**config.mk**
```make
export PLATFORM = sky130hd
export DESIGN_NAME = serial_command_frame_parser_flat
export DESIGN_NICKNAME = d
export VERILOG_FILES = /design/src/scfp_pkg.sv /design/src/scfp_if.sv /design/src/serial_command_frame_parser.sv /design/src/flat_wrapper.sv
export SDC_FILE = /design/constraint.sdc
export NUM_CORES = 1
export LEC_CHECK = 0
export BUFFER_PORTS_ARGS = -buffer_cell sky130_fd_sc_hd__buf_2
export CAP_MARGIN = 5
export CORE_MARGIN = 10
export CORE_UTILIZATION = 40
export DETAILED_ROUTE_END_ITERATION = 10
export SLEW_MARGIN = 40
export SYNTH_ARGS = -nofsm -noshare
export SYNTH_HDL_FRONTEND = slang
export SYNTH_SLANG_ARGS = --single-unit
```
**constraint.sdc**
```tcl
create_clock -name clk -period 2.7 [get_ports clk]
set_clock_uncertainty 0.15 [all_clocks]
set_input_delay 0.27 -clock clk [delete_from_list [all_inputs] [get_ports clk]]
set_output_delay 0.27 -clock clk [all_outputs]
set_load 0.01 [all_outputs]
```
**src/scfp_pkg.sv**
```systemverilog
`default_nettype none

package scfp_pkg;

    localparam int PAYLOAD_DEPTH = 32;
    localparam int ADDR_W        = $clog2(PAYLOAD_DEPTH);
    localparam int BYTE_W        = 8;
    localparam int LEN_W         = 6;
    localparam int KIND_W        = 2;

    localparam logic [LEN_W-1:0] DEPTH_LEN = LEN_W'(PAYLOAD_DEPTH);

    // header characters
    localparam logic [BYTE_W-1:0] CH_DOLLAR = 8'h24;
    localparam logic [BYTE_W-1:0] CH_EM     = 8'h4D;
    localparam logic [BYTE_W-1:0] CH_ARROW  = 8'h3C;

    // result kinds
    localparam logic [KIND_W-1:0] KIND_HEADER  = 2'd0;
    localparam logic [KIND_W-1:0] KIND_PAYLOAD = 2'd1;
    localparam logic [KIND_W-1:0] KIND_ERROR   = 2'd2;

endpackage

`default_nettype wire

```
**src/scfp_if.sv**
```systemverilog
`default_nettype none

interface scfp_rx_if;
    logic                          valid;
    logic                          ready;
    logic [scfp_pkg::BYTE_W-1:0]   rx_byte;

    modport source (output valid, output rx_byte, input ready);
    modport sink   (input valid, input rx_byte, output ready);
endinterface

interface scfp_res_if;
    logic                          valid;
    logic                          ready;
    logic [scfp_pkg::KIND_W-1:0]   kind;
    logic [scfp_pkg::BYTE_W-1:0]   command;
    logic [scfp_pkg::LEN_W-1:0]    length;
    logic [scfp_pkg::BYTE_W-1:0]   data;
    logic                          last;

    modport source (output valid, output kind, output command, output length,
                    output data, output last, input ready);
    modport sink   (input valid, input kind, input command, input length,
                    input data, input last, output ready);
endinterface

`default_nettype wire

```
**src/serial_command_frame_parser.sv**
```systemverilog
`default_nettype none

// channel     dir  payload                              handshake
// ---------   ---  -----------------------------------  ---------------------
// rx          in   rx_byte                              valid/ready
// result      out  kind, command, length, data, last    valid/ready
// cfg         in   cfg_wdata (size_limit)               cfg_we, no wait
//
// one received byte per cycle while parsing header, size, command and body
// a good checksum loads the header result, then payload bytes are read back
// from the payload memory one by one, each read and then loaded into the output slot
// rx is held off during that readout, and on the checksum byte while the
// output slot is still full; otherwise bytes flow while a result waits
// reset clears control state only; the payload memory has no clearing pass

module serial_command_frame_parser (
    input  wire logic                          clk,
    input  wire logic                          rst_n,
    scfp_rx_if.sink                            rx,
    scfp_res_if.source                         result,
    input  wire logic                          cfg_we,
    input  wire logic [scfp_pkg::LEN_W-1:0]    cfg_wdata
);

    typedef enum logic [2:0] {
        PH_IDLE,
        PH_DOLLAR,
        PH_EM,
        PH_ARROW,
        PH_SIZE,
        PH_BODY,
        PH_EMIT_RD,
        PH_EMIT_WAIT
    } phase_t;

    phase_t                          phase_reg, phase_next;
    logic [scfp_pkg::LEN_W-1:0]      size_limit_reg, size_limit_next;
    logic [scfp_pkg::BYTE_W-1:0]     xor_reg, xor_next;
    logic [scfp_pkg::BYTE_W-1:0]     command_reg, command_next;
    logic [scfp_pkg::LEN_W-1:0]      length_reg, length_next;
    logic [scfp_pkg::LEN_W-1:0]      fill_reg, fill_next;
    logic [scfp_pkg::LEN_W-1:0]      emit_idx_reg, emit_idx_next;

    // output slot
    logic                            out_valid_reg, out_valid_next;
    logic [scfp_pkg::KIND_W-1:0]     out_kind_reg, out_kind_next;
    logic [scfp_pkg::BYTE_W-1:0]     out_command_reg, out_command_next;
    logic [scfp_pkg::LEN_W-1:0]      out_length_reg, out_length_next;
    logic [scfp_pkg::BYTE_W-1:0]     out_data_reg, out_data_next;
    logic                            out_last_reg, out_last_next;

    // payload memory, single write port and registered read
    logic [scfp_pkg::BYTE_W-1:0]     payload_mem [scfp_pkg::PAYLOAD_DEPTH];
    logic [scfp_pkg::BYTE_W-1:0]     mem_q;
    logic                            mem_we;
    logic                            mem_re;
    logic [scfp_pkg::ADDR_W-1:0]     mem_waddr;
    logic [scfp_pkg::ADDR_W-1:0]     mem_raddr;

    logic                            slot_free;
    logic                            body_done;
    logic                            in_ready;
    logic                            in_fire;
    logic [scfp_pkg::LEN_W-1:0]      limit;
    logic [scfp_pkg::BYTE_W-1:0]     c;

    assign c         = rx.rx_byte;
    assign slot_free = !out_valid_reg || result.ready;
    assign body_done = (phase_reg == PH_BODY) && (fill_reg == length_reg);

    // effective limit saturates at the memory depth
    assign limit = (size_limit_reg > scfp_pkg::DEPTH_LEN) ? scfp_pkg::DEPTH_LEN
                                                          : size_limit_reg;

    // checksum byte needs the output slot; readout blocks rx entirely
    always_comb
    begin
        case (phase_reg)
            PH_IDLE, PH_DOLLAR, PH_EM, PH_ARROW, PH_SIZE:
                in_ready = 1'b1;
            PH_BODY:
                in_ready = !body_done || slot_free;
            default:
                in_ready = 1'b0;
        endcase
    end

    assign in_fire  = rx.valid && in_ready;
    assign rx.ready = in_ready;

    assign result.valid   = out_valid_reg;
    assign result.kind    = out_kind_reg;
    assign result.command = out_command_reg;
    assign result.length  = out_length_reg;
    assign result.data    = out_data_reg;
    assign result.last    = out_last_reg;

    // writes happen only in the body, reads only in the readout, so the two
    // ports never touch the same entry in the same cycle
    assign mem_waddr = fill_reg[scfp_pkg::ADDR_W-1:0];
    assign mem_raddr = emit_idx_reg[scfp_pkg::ADDR_W-1:0];

    always_comb
    begin
        phase_next       = phase_reg;
        size_limit_next  = cfg_we ? cfg_wdata : size_limit_reg;
        xor_next         = xor_reg;
        command_next     = command_reg;
        length_next      = length_reg;
        fill_next        = fill_reg;
        emit_idx_next    = emit_idx_reg;
        out_valid_next   = out_valid_reg && !result.ready;
        out_kind_next    = out_kind_reg;
        out_command_next = out_command_reg;
        out_length_next  = out_length_reg;
        out_data_next    = out_data_reg;
        out_last_next    = out_last_reg;
        mem_we           = 1'b0;
        mem_re           = 1'b0;

        case (phase_reg)
            PH_IDLE:
            begin
                if (in_fire)
                begin
                    phase_next = (c == scfp_pkg::CH_DOLLAR) ? PH_DOLLAR : PH_IDLE;
                end
            end
            PH_DOLLAR:
            begin
                if (in_fire)
                begin
                    phase_next = (c == scfp_pkg::CH_EM) ? PH_EM : PH_IDLE;
                end
            end
            PH_EM:
            begin
                if (in_fire)
                begin
                    phase_next = (c == scfp_pkg::CH_ARROW) ? PH_ARROW : PH_IDLE;
                end
            end
            PH_ARROW:
            begin
                if (in_fire)
                begin
                    // oversize frames are dropped silently
                    if (c > {2'b00, limit})
                    begin
                        phase_next = PH_IDLE;
                    end
                    else
                    begin
                        length_next = c[scfp_pkg::LEN_W-1:0];
                        fill_next   = '0;
                        xor_next    = c;
                        phase_next  = PH_SIZE;
                    end
                end
            end
            PH_SIZE:
            begin
                if (in_fire)
                begin
                    command_next = c;
                    xor_next     = xor_reg ^ c;
                    phase_next   = PH_BODY;
                end
            end
            PH_BODY:
            begin
                if (in_fire)
                begin
                    if (!body_done)
                    begin
                        xor_next  = xor_reg ^ c;
                        mem_we    = 1'b1;
                        fill_next = fill_reg + 1'b1;
                    end
                    else
                    begin
                        out_valid_next   = 1'b1;
                        out_command_next = command_reg;
                        out_length_next  = length_reg;
                        out_data_next    = '0;
                        if (xor_reg == c)
                        begin
                            out_kind_next = scfp_pkg::KIND_HEADER;
                            out_last_next = (length_reg == '0);
                            fill_next     = '0;
                            emit_idx_next = '0;
                            phase_next    = (length_reg == '0) ? PH_IDLE : PH_EMIT_RD;
                        end
                        else
                        begin
                            out_kind_next = scfp_pkg::KIND_ERROR;
                            out_last_next = 1'b1;
                            phase_next    = PH_IDLE;
                        end
                    end
                end
            end
            PH_EMIT_RD:
            begin
                mem_re     = 1'b1;
                phase_next = PH_EMIT_WAIT;
            end
            PH_EMIT_WAIT:
            begin
                // mem_q holds the byte until the slot frees up
                if (slot_free)
                begin
                    out_valid_next   = 1'b1;
                    out_kind_next    = scfp_pkg::KIND_PAYLOAD;
                    out_command_next = command_reg;
                    out_length_next  = length_reg;
                    out_data_next    = mem_q;
                    out_last_next    = (emit_idx_reg + 1'b1 == length_reg);
                    emit_idx_next    = emit_idx_reg + 1'b1;
                    phase_next       = (emit_idx_reg + 1'b1 == length_reg) ? PH_IDLE
                                                                         : PH_EMIT_RD;
                end
            end
            default:
            begin
                phase_next = PH_IDLE;
            end
        endcase
    end

    always_ff @(posedge clk or negedge rst_n)
    begin
        if (!rst_n)
        begin
            phase_reg       <= PH_IDLE;
            size_limit_reg  <= scfp_pkg::DEPTH_LEN;
            xor_reg         <= '0;
            command_reg     <= '0;
            length_reg      <= '0;
            fill_reg        <= '0;
            emit_idx_reg    <= '0;
            out_valid_reg   <= 1'b0;
            out_kind_reg    <= scfp_pkg::KIND_HEADER;
            out_command_reg <= '0;
            out_length_reg  <= '0;
            out_data_reg    <= '0;
            out_last_reg    <= 1'b0;
        end
        else
        begin
            phase_reg       <= phase_next;
            size_limit_reg  <= size_limit_next;
            xor_reg         <= xor_next;
            command_reg     <= command_next;
            length_reg      <= length_next;
            fill_reg        <= fill_next;
            emit_idx_reg    <= emit_idx_next;
            out_valid_reg   <= out_valid_next;
            out_kind_reg    <= out_kind_next;
            out_command_reg <= out_command_next;
            out_length_reg  <= out_length_next;
            out_data_reg    <= out_data_next;
            out_last_reg    <= out_last_next;
        end
    end

    always_ff @(posedge clk)
    begin
        if (mem_we)
        begin
            payload_mem[mem_waddr] <= c;
        end
        if (mem_re)
        begin
            mem_q <= payload_mem[mem_raddr];
        end
    end

endmodule

`default_nettype wire

```
**src/flat_wrapper.sv**
```systemverilog
// flat-port wrapper written by rule: the top's interface ports become plain ports
module serial_command_frame_parser_flat 
  (clk, rst_n, cfg_we, cfg_wdata, rx_valid, rx_rx_byte, rx_ready, result_valid, result_kind, result_command, result_length, result_data, result_last, result_ready);
  scfp_rx_if rx_i ();
  scfp_res_if result_i ();
  input  wire logic clk;
  input  wire logic rst_n;
  input  wire logic cfg_we;
  input  wire logic [scfp_pkg::LEN_W-1:0] cfg_wdata;
  input wire logic [$bits(rx_i.valid)-1:0] rx_valid;
  input wire logic [$bits(rx_i.rx_byte)-1:0] rx_rx_byte;
  output wire logic [$bits(rx_i.ready)-1:0] rx_ready;
  output wire logic [$bits(result_i.valid)-1:0] result_valid;
  output wire logic [$bits(result_i.kind)-1:0] result_kind;
  output wire logic [$bits(result_i.command)-1:0] result_command;
  output wire logic [$bits(result_i.length)-1:0] result_length;
  output wire logic [$bits(result_i.data)-1:0] result_data;
  output wire logic [$bits(result_i.last)-1:0] result_last;
  input wire logic [$bits(result_i.ready)-1:0] result_ready;
  assign rx_i.valid = rx_valid;
  assign rx_i.rx_byte = rx_rx_byte;
  assign rx_ready = rx_i.ready;
  assign result_valid = result_i.valid;
  assign result_kind = result_i.kind;
  assign result_command = result_i.command;
  assign result_length = result_i.length;
  assign result_data = result_i.data;
  assign result_last = result_i.last;
  assign result_i.ready = result_ready;
  serial_command_frame_parser u_core (.clk(clk), .rst_n(rst_n), .rx(rx_i), .result(result_i), .cfg_we(cfg_we), .cfg_wdata(cfg_wdata));
endmodule
```
Yosys cells after proc, flatten, opt, wreduce, memory -nomap -nowiden
Memory sizes are Yosys's and may differ from the RTL's. A register that Yosys moved wholly into a read port is not among the register bits.
Cells that the tools add are included.
- register bits after elaboration: 69
- bits in latches: 0
- memory bits (writable): 256
- memory bits (read-only): 0
- bits of input ports: 19
- output and inout bits: 27
- memories: 1
- $add $sub $neg: 2
- multipliers: 0
- div/mod/pow operators: 0
- order comparisons: 2
- equality and inequality tests: 25
- shift-type cells: 0
- multiplexer cells: 66
- bitwise logic cells: 2
- reductions and logical operators: 21
- memory list (name ; words ; width ; rd ports ; clocked after Yosys merged registers in ; write ports ; line ; RTL):
    u_core.payload_mem ; 32 ; 8 ; 1 ; 1 ; 1 ; serial_command_frame_parser.sv:53 ; logic [scfp_pkg::BYTE_W-1:0] payload_mem [scfp_pkg::PAYLOAD_DEPTH];
- operator list (cell ; number):
    $mux W8 ; 11
    $mux W6 ; 12
    $mux W3 ; 12
    $pmux W6 S2 ; 3
    $pmux W8 S2 ; 2
    $pmux W3 S8 ; 1
    $pmux W8 S3 ; 1
    $eq A8 B6 Y1 const B ; 2
    $ne A2 B1 Y1 const B ; 8
    $mux W1 ; 14
    $add A6 B1 Y6 const B ; 2
    $eq A3 B3 Y1 const B ; 4
    $eq A6 B6 Y1 ; 2
    $mux W2 ; 6
    $reduce_and A5 Y1 ; 2
    $eq A8 B7 Y1 const B ; 1
    $eq A8 B8 Y1 ; 1
    $gt A8 B6 Y1 ; 1
    $reduce_and A8 Y1 ; 1
    $xor A8 B8 Y8 ; 1
    $eq A3 B2 Y1 const B ; 2
    $gt A6 B6 Y1 const B ; 1
    $logic_not A6 Y1 ; 1
    $ne A2 B2 Y1 const B ; 3
    other kinds (16) ; 24

Logic depth before layout (Yosys ltp)
Gate-level depths: netlist of run 1.
- depth after elaboration: 10
- depth in mapped cells: 10

Worst setup path before layout of run 1
OpenSTA, ideal clock, no wires.
- path type: register -> register
- from: register u_core.size_limit_reg[5] in the netlist's numbering
- to: register u_core.fill_reg[5] in the netlist's numbering
- data arrival time: 2.126 ns
- data required time: 2.424 ns
- slack: 0.298 ns
- cell stages (with the launch flop): 8
- path buffers: 0
- clock period less this slack: 2.402 ns
- path through: dfstp_2 > inv_1 > ha_1 > a211o_1 > a2111oi_4 > o21a_4 > o21ai_2 > a221o_1
- cells in the longest elaborated chain, start to end: 5
- RTL lines (element ; line ; RTL):
    start, declared ; serial_command_frame_parser.sv:37 ; logic [scfp_pkg::LEN_W-1:0] size_limit_reg, size_limit_next;
    start signal, assigned ; serial_command_frame_parser.sv:236 ; size_limit_reg <= scfp_pkg::DEPTH_LEN;
    start signal, assigned ; serial_command_frame_parser.sv:252 ; size_limit_reg <= size_limit_next;
    $gt A6 B6 Y1 ; serial_command_frame_parser.sv:72 ; assign limit = (size_limit_reg > scfp_pkg::DEPTH_LEN) ? scfp_pkg::DEPTH_LEN
    $mux W6 (*) ; serial_command_frame_parser.sv:72 ;
    $gt A8 B6 Y1 (*) ; serial_command_frame_parser.sv:148 ; if (c > {2'b00, limit})
    $ne A2 B2 Y1 (no source line) (*) ; n/a ;
    $reduce_and A5 Y1 (no source line) (*) ; n/a ;
    end signal, assigned ; serial_command_frame_parser.sv:256 ; fill_reg <= fill_next;
    end, declared ; serial_command_frame_parser.sv:41 ; logic [scfp_pkg::LEN_W-1:0] fill_reg, fill_next;
Every way passes the cells marked *; elsewhere a longest branch is shown, timed or not.
A chain may end at the register's enable or synchronous reset.

Worst setup path after layout of run 1
- from: register u_core.length_reg[1] in the netlist's numbering
- to: output port rx_ready
- cells in the longest elaborated chain, start to end: 5
- RTL lines (element ; line ; RTL):
    start, declared ; serial_command_frame_parser.sv:40 ; logic [scfp_pkg::LEN_W-1:0] length_reg, length_next;
    start signal, assigned ; serial_command_frame_parser.sv:255 ; length_reg <= length_next;
    $eq A6 B6 Y1 ; serial_command_frame_parser.sv:69 ; assign body_done = (phase_reg == PH_BODY) && (fill_reg == length_reg);
    $logic_and A1 B1 Y1 ; serial_command_frame_parser.sv:69 ;
    $logic_not A1 Y1 ; serial_command_frame_parser.sv:82 ; in_ready = !body_done || slot_free;
    $logic_or A1 B1 Y1 ; serial_command_frame_parser.sv:82 ;
    $pmux W1 S2 ; serial_command_frame_parser.sv:78 ; case (phase_reg)
    end, declared ; flat_wrapper.sv:12 ; output wire logic [$bits(rx_i.ready)-1:0] rx_ready;
No other way between the ends.

==> Implementation_results.wiki, run 1 <==
{| class="wikitable"
! Metric !! Value
|-
| Critical path launch point type || flop
|-
| Leak pwr || 6.13 nW
|-
| First-pass GRT wire length || 51,000 um
|-
| Final hold viol count || 0
|-
| Final Critical Period || 2.59 ns
|-
| Arrival time at the worst endpoint || 2.17 ns
|-
| Clock insertion delay at the later pin of the skew report || 0.52 ns
|-
| Length of the first detailed-routing pass in iterations || 5
|-
| Number of placed instances, taps included || 1,388
|-
| Mapped Nets || 910
|-
| Post-route insts no fill || 1,469
|-
| Maximum number of pins on one net before global-route repair || 40
|-
| F_max || 386 MHz
|-
| Die Y || 207 um
|-
| Nets || 1,017
|-
| Top_reg_cell synth || sky130_fd_sc_hd__edfxtp_1
|-
| Top area cells in the synthesized netlist || sky130_fd_sc_hd__edfxtp_1 (57%), sky130_fd_sc_hd__dfrtp_1 (12%), sky130_fd_sc_hd__mux4_2 (6.4%)
|-
| TNS Setup || 0 ns
|-
| Slowest stage cell, crit path || sky130_fd_sc_hd__dfrtp_1
|-
| Slowest cell delay on critical path || 0.45 ns
|-
| Root buffer cell || sky130_fd_sc_hd__clkbuf_16
|-
| Number of antenna violations at the first check in global routing || 1
|-
| Number of warnings issued by yosys || 0
|-
| Crit path max fanout || 5
|-
| Setup Viol. Count Final || 0
|-
| Number of sinks on the clock net || 333
|-
| Clock buffer depth || 3
|-
| Critical Path End Type || output port
|-
| Dominant cell type by area after synthesis || sky130_fd_sc_hd__edfxtp_1
|-
| Top reg by flops || u_core.payload_mem
|-
| Count leader, synth || sky130_fd_sc_hd__edfxtp_1
|-
| Proportion of power drawn by combinational gates || 0.298
|-
| Final clock period utilization by the worst path || 0.961
|-
| Total gr overflow || 0
|-
| Total vias in the final route || 7,983
|-
| Total half-perimeter wirelength after legalization and detailed placement || 22,100 um
|-
| Horiz. Die Dim || 207 um
|-
| Actual slew at the worst max-slew pin || 0.683 ns
|-
| Setup Crit Path Kind || reg2out
|-
| DRC || 0
|-
| Fraction of power consumed by the clock network || 0.303
|-
| Number of maximum-capacitance violations || 0
|-
| Distinct cell type count of the synthesized netlist || 61
|-
| Flip-flop count of the largest register after layout || 256
|-
| Layout-stage area growth over the synthesis result || 17.3%
|-
| Via count of the first global-routing pass || 8,095
|-
| Antenna-violating nets left || 0
|-
| Final hold slack || 0.0197 ns
|-
| Post-Route WL || 33,000 um
|-
| Average footprint of a synthesized cell || 15.9 sq um
|-
| Clock transition time at the flip-flop clock pins of the worst setup and hold paths || 0.05 ns
|-
| Floorplan row count || 68
|-
| Ratio of routed vias to standard cells || 5.43
|-
| Worst slew margin relative to its limit || 0.545
|-
| Total of flip-flops plus latches after synthesis || 333
|-
| Initial Util || 0.406
|-
| Switching pwr || 4.90 mW
|-
| CTS tree || yes
|-
| Total global-route track usage || 0.151
|-
| Internal power || 11.0 mW
|-
| Number of clock buffers inserted by TritonCTS || 36
|-
| Peak VDD IR || 0.430 mV
|-
| Power per unit of standard cell area || 970 nW/um^2
|-
| Final slew viol count || 0
|-
| Fraction of final layout cells with drive strength greater than 1 || 0.231
|-
| Required time reported for the critical path endpoint || 2.28 ns
|-
| Port Buffer Count || 45
|-
| Number of standard cells after synthesis || 880
|-
| Result of the run || finished, final reports clean
|-
| Yosys top cell area share || 0.565
|-
| Starting DRT DRC Count || 659
|-
| Async SR Flop Fraction || 0.207
|-
| Count of flip-flops with a built-in enable after synthesis || 264
|-
| Gp weighted congestion || 0.802
|-
| Unrepaired setup endpoints after global routing || no
|-
| Die area || 42,900 sq um
|-
| Combined area of all synthesized cells || 14,000 sq um
|-
| Max H-tree Level || 2
|-
| Hold Path Class || in2reg
|-
| Area of the core || 34,500 sq um
|-
| Sw frac || 0.307
|-
| Cell-by-cell listing of the critical path || xor2_1 > nor4_2 > a21oi_2 > or2_2 > buf_2
|-
| I/O pin count || 46
|-
| Sequential cell fraction of total power || 0.400
|-
| Detail-routed net length per standard cell || 22.5 um
|-
| Most numerous cell types in the synthesized netlist || sky130_fd_sc_hd__edfxtp_1 (264), sky130_fd_sc_hd__nand2_1 (78), sky130_fd_sc_hd__dfrtp_1 (68)
|-
| Register area share after synthesis || 0.689
|}
## cell usage in the layout (no fill, tap or decap), types with 3 or more instances in the layout
cell type	synthesis	final
sky130_fd_sc_hd__edfxtp_1	264	264
sky130_fd_sc_hd__nand2_1	78	78
sky130_fd_sc_hd__dfrtp_1	68	66
sky130_fd_sc_hd__buf_4	4	53
sky130_fd_sc_hd__mux2i_1	51	51
sky130_fd_sc_hd__buf_2	11	45
sky130_fd_sc_hd__and3_1	41	41
sky130_fd_sc_hd__mux4_2	40	40
sky130_fd_sc_hd__clkbuf_16	0	38
sky130_fd_sc_hd__o221ai_1	35	35
sky130_fd_sc_hd__mux2_2	24	24
sky130_fd_sc_hd__nor2_1	16	16
sky130_fd_sc_hd__o21ai_0	16	16
sky130_fd_sc_hd__xor2_1	15	15
sky130_fd_sc_hd__dlygate4sd3_1	0	15
sky130_fd_sc_hd__nor2b_1	14	14
sky130_fd_sc_hd__clkinv_1	1	11
sky130_fd_sc_hd__a21oi_1	12	11
sky130_fd_sc_hd__ha_1	11	11
sky130_fd_sc_hd__o22ai_1	10	10
sky130_fd_sc_hd__o31ai_1	10	10
sky130_fd_sc_hd__a31oi_1	10	10
sky130_fd_sc_hd__inv_1	9	9
sky130_fd_sc_hd__a22o_1	9	9
sky130_fd_sc_hd__a21boi_0	8	8
sky130_fd_sc_hd__nand3_1	8	8
sky130_fd_sc_hd__nand2b_1	8	8
sky130_fd_sc_hd__clkbuf_1	31	8
sky130_fd_sc_hd__nand3b_1	7	7
sky130_fd_sc_hd__nor3b_1	6	6
sky130_fd_sc_hd__buf_12	0	6
sky130_fd_sc_hd__xnor2_1	5	5
sky130_fd_sc_hd__and2_1	4	4
sky130_fd_sc_hd__nor3_1	4	4
sky130_fd_sc_hd__nor4_1	5	4
sky130_fd_sc_hd__o311ai_0	3	3
sky130_fd_sc_hd__or2_2	3	3
sky130_fd_sc_hd__o21a_1	3	3
sky130_fd_sc_hd__bufinv_16	0	3
## cells by family (layout without fill, tap and decap cells)
family,after synthesis,in the layout,synth area share
fa+ha+maj,11,11,0.00982
other cells,0,1,0
buf+inv,60,193,0.0187
simple gates,207,207,0.0773
compound gates,134,134,0.0730
mux,115,115,0.120
xor+xnor,20,20,0.0125
flops,333,333,0.689
## layer usage
layer  track usage  up-vias  wire length, um  part of all wire
met5             0        -                0                 0
met2         0.253      174            16500              0.50
met4        0.0404        0              622             0.019
met3        0.0217       40             1380             0.042
met1         0.201     4081            14500              0.44
li1              -     3688                -                 -
## worst paths after layout
path / start / endpoint / slack, ns / cells after the start
worst max-delay path: u_core.length_reg[1] / rx_ready / 0.11 / 5
worst min register to register: u_core.result.command[0] / u_core.result.command[0] / 0.32 / 2
worst max register to register: u_core.size_limit_reg[5] / u_core.fill_reg[5] / 0.17 / 9
min in group asynchronous: rst_n / u_core.result.data[0] / 0.17 / 2
max in group asynchronous: rst_n / u_core.xor_reg[5] / 1.52 / 3
worst min-delay path: result_ready / u_core.result.valid / 0.02 / 4
## layout make-up
class,count,area [sq um]
Fill cell,2997,18100
Sequential cell,333,9660
Multi-Input combinational cell,487,4120
Clock buffer,48,1010
Timing Repair Buffer,119,893
Tap cell,455,569
Clock inverter,16,154
Inverter,10,37.5
Antenna cell,1,2.50
## through the flow
stage	cell area, sq um	worst slack, ns	power (mW)	utilization
4_1_cts	16400	0.0608	16.1	0.476
2_1_floorplan	14000	0.298	9.44	-
3_3_place_gp	15100	0.189	11.2	0.437
6_report	16400	0.106	16.0	0.476
5_1_grt	16400	0.0368	16.7	0.476
3_5_place_dp	15100	0.160	11.2	0.437
## critical path, delay by kind of cell (launching register included)
family                    cells  cell delay [ns]
AOI/OAI and AO/OA             1             0.14
xor gates and xnor gates      1             0.21
buffers and inverters         1             0.16
DFF                           1             0.45
and+or+nand+nor               2             0.72
## power groups by stage
stage                     registers, mW  logic [mW]  clock network (mW)
after floorplan                    6.42        3.02                   0
after CTS                          6.39        4.76                4.93
after global placement             6.47        4.68                   0
after detailed placement           6.49        4.71                   0
final                              6.38        4.75                4.83
after global routing               6.45        5.12                5.12
## timing repair
action	CTS	global route
setup buffers	0	1
pin swaps	0	1
hold buffers	15	0
hold endpoints to repair	32	0
gates resized for setup	1	1
endpoints found under the setup margin	1	1
cloned	0	0
(Power assumes the default switching activity.)
==> inputs of run 2 (changes only) <==
--- a/config.mk
+++ b/config.mk
@@ -10,6 +10,7 @@
 export CORE_MARGIN = 10
 export CORE_UTILIZATION = 40
 export DETAILED_ROUTE_END_ITERATION = 10
+export PLACE_DENSITY = 0.56
 export SLEW_MARGIN = 40
 export SYNTH_ARGS = -nofsm -noshare
 export SYNTH_HDL_FRONTEND = slang
==> run 2 against run 1 <==
Compared with the run above:
- die area is the same
- sequential power grew 0.6%
- global-route usage grew 0.33 points
- power shrank 0.39%
- cell area grew 0.24%
- utilization grew 0.12 points
- critical path depth grew 2
- sequential share of layout area shrank 0.14 points
- clock power shrank 4%
- non-clock buffer count grew 11
- cell count grew 0.88%
- register-to-register slack lost 0.07 ns
- largest power group unchanged
==> Implementation_results.wiki, run 2 (synthesis results as in run 1) <==
{| class="wikitable"
! Metric !! Value
|-
| Actual slew at the worst max-slew pin || 0.715 ns (+0.0320 ns)
|-
| Clock insertion delay at the later pin of the skew report || 0.52 ns (about the same)
|-
| Worst slew margin relative to its limit || 0.523 (-0.0213)
|-
| Die Y || 207 um (unchanged)
|-
| Total gr overflow || 0 (unchanged)
|-
| Fraction of final layout cells with drive strength greater than 1 || 0.242 (+0.0107)
|-
| Floorplan row count || 68 (unchanged)
|-
| Register-to-register setup slack || 0.10 ns (-0.07 ns)
|-
| Total vias in the final route || 8,075 (+1.2%)
|-
| Die area || 42,900 sq um (unchanged)
|-
| Required time reported for the critical path endpoint || 2.95 ns (+0.67 ns)
|-
| F_max || 385 MHz (-0.10%)
|-
| Post-Route WL || 33,600 um (+1.9%)
|-
| Max H-tree Level || 2 (unchanged)
|-
| Clock transition time at the flip-flop clock pins of the worst setup and hold paths || 0.06 ns (about the same)
|-
| Total global-route track usage || 0.154 (+0.00328)
|-
| Uppermost metal layer occupied by signal nets || met4
|-
| Gp weighted congestion || 0.835 (+4.2%)
|-
| Unrepaired setup endpoints after global routing || no
|-
| Wire length on met2 || 16,600 um (+0.66%)
|-
| Critical Path End Type || flop
|-
| CTS tree || yes
|-
| Area occupied by multi-input gates || 4130 sq um (+0.21%)
|-
| Crit path max fanout || 6 (+1)
|-
| Setup Viol. Count Final || 0 (unchanged)
|-
| Number of maximum-capacitance violations || 0 (unchanged)
|-
| Total half-perimeter wirelength after legalization and detailed placement || 22,800 um (+3.2%)
|-
| I/O pin count || 46 (unchanged)
|-
| Maximum number of pins on one net before global-route repair || 44 (+10%)
|-
| Ratio of routed vias to standard cells || 5.45 (+0.27%)
|-
| Area of all sequential standard cells || 9660 sq um (unchanged)
|-
| Final clock period utilization by the worst path || 0.962 (+0.00101)
|-
| Setup Crit Path Kind || reg2reg
|-
| Antenna-violating nets left || 0 (unchanged)
|-
| Fill cells || 3,036 (+1.3%)
|-
| First-pass GRT wire length || 51,800 um (+1.6%)
|-
| Hold Path Class || in2reg
|-
| Initial Util || 0.406 (unchanged)
|-
| Peak VDD IR || 0.454 mV (+5.5%)
|-
| Starting DRT DRC Count || 524 (-20%)
|-
| Flip-flop count of the largest register after layout || 256 (unchanged)
|-
| Number of sinks on the clock net || 333 (unchanged)
|-
| Leak pwr || 6.16 nW (+0.50%)
|-
| Final hold viol count || 0 (unchanged)
|-
| Met1 layer wirelength in the final routing || 14,700 um (+1.1%)
|-
| Result of the run || finished, final reports clean
|-
| Highest-count cells in the layout ignoring fill and taps || sky130_fd_sc_hd__edfxtp_1 (264), sky130_fd_sc_hd__nand2_1 (78), sky130_fd_sc_hd__dfrtp_1 (66), sky130_fd_sc_hd__buf_4 (63), sky130_fd_sc_hd__mux2i_1 (51)
|-
| Power per unit of standard cell area || 964 nW/um^2 (-0.63%)
|-
| Final slew viol count || 0 (unchanged)
|-
| DRC || 0 (unchanged)
|-
| Number of antenna violations at the first check in global routing || 2 (+1)
|-
| Critical path launch point type || flop
|-
| Clock buffer depth || 3 (unchanged)
|-
| TNS Setup || 0 ns (unchanged)
|-
| Final Critical Period || 2.60 ns (+0.00272 ns)
|-
| Met3 Routed Length || 1480 um (+7.3%)
|-
| Number of clock buffers inserted by TritonCTS || 36 (unchanged)
|-
| Detail-routed net length per standard cell || 22.7 um (+1.0%)
|-
| Root buffer cell || sky130_fd_sc_hd__clkbuf_16
|-
| Most common cell after layout, fill and taps aside || sky130_fd_sc_hd__edfxtp_1
|-
| Nets || 1,028 (+1.1%)
|-
| Port Buffer Count || 45 (unchanged)
|-
| Area of the core || 34,500 sq um (unchanged)
|-
| Length of the first detailed-routing pass in iterations || 5 (unchanged)
|-
| Arrival time at the worst endpoint || 2.84 ns (+0.67 ns)
|-
| Total design power || 15.9 mW (-0.39%)
|-
| Horiz. Die Dim || 207 um (unchanged)
|-
| Top reg by flops || u_core.payload_mem
|-
| Layout-stage area growth over the synthesis result || 17.6%
|-
| Via count of the first global-routing pass || 8,336 (+3.0%)
|}
run 2: final cells by class:
type,count,area share
Multi-Input combinational cell,487,0.250
Inverter,10,0.00228
Timing Repair Buffer,130,0.0594
Clock inverter,19,0.00873
Clock buffer,47,0.0584
Antenna cell,1,0.000152
Tap cell,455,0.0345
Sequential cell,333,0.586
run 2: worst paths after layout:
path	start	end	cells past startpoint
max	u_core.size_limit_reg[5]	u_core.fill_reg[5]	7
max reg2reg	u_core.size_limit_reg[5]	u_core.fill_reg[5]	7
min reg2reg	u_core.command_reg[1]	u_core.result.command[1]	2
min	result_ready	u_core.result.valid	4
min in group asynchronous	rst_n	u_core.result.command[5]	2
max in group asynchronous	rst_n	u_core.size_limit_reg[5]	3
run 2: layer usage:
layer / vias up / global-route usage
li1: 3718 / -
met1: 4127 / 0.206
met2: 181 / 0.255
met3: 49 / 0.0200
met4: 0 / 0.0524
met5: - / 0
run 2: report_power, final:
part	internal (mW)	total [mW]	switching, mW
Clock	2.72	4.64	1.93
Combinational	2.25	4.83	2.58
Sequential	6.01	6.42	0.406
run 2: what timing repair did:
item	CTS	global route
pin swaps	0	1
gates resized for setup	2	1
hold endpoints to repair	33	0
hold buffers	15	0
setup endpoints to repair	1	12
setup buffers	0	1
run 2: critical path: stages, from the launching register on:
cell                        delay [ns]
sky130_fd_sc_hd__dfstp_2          0.53
sky130_fd_sc_hd__inv_1            0.09
sky130_fd_sc_hd__ha_1             0.30
sky130_fd_sc_hd__a211o_1          0.31
sky130_fd_sc_hd__a2111oi_4        0.44
sky130_fd_sc_hd__o21a_4           0.23
sky130_fd_sc_hd__o21ai_2          0.08
sky130_fd_sc_hd__a221o_1          0.35
run 2: metrics by stage:
stage                     utilization  setup WS [ns]  std cells  hold WS (ns)  area [sq um]
after floorplan                     -          0.298        880        -0.176         14000
after global placement          0.440         0.0751       1399         0.195         15200
after detailed placement        0.440         0.0734       1399         0.213         15200
after CTS                       0.477         0.0470       1480       0.00837         16500
after global routing            0.477         0.0178       1481        0.0566         16500
final                           0.477          0.103       1482        0.0296         16500
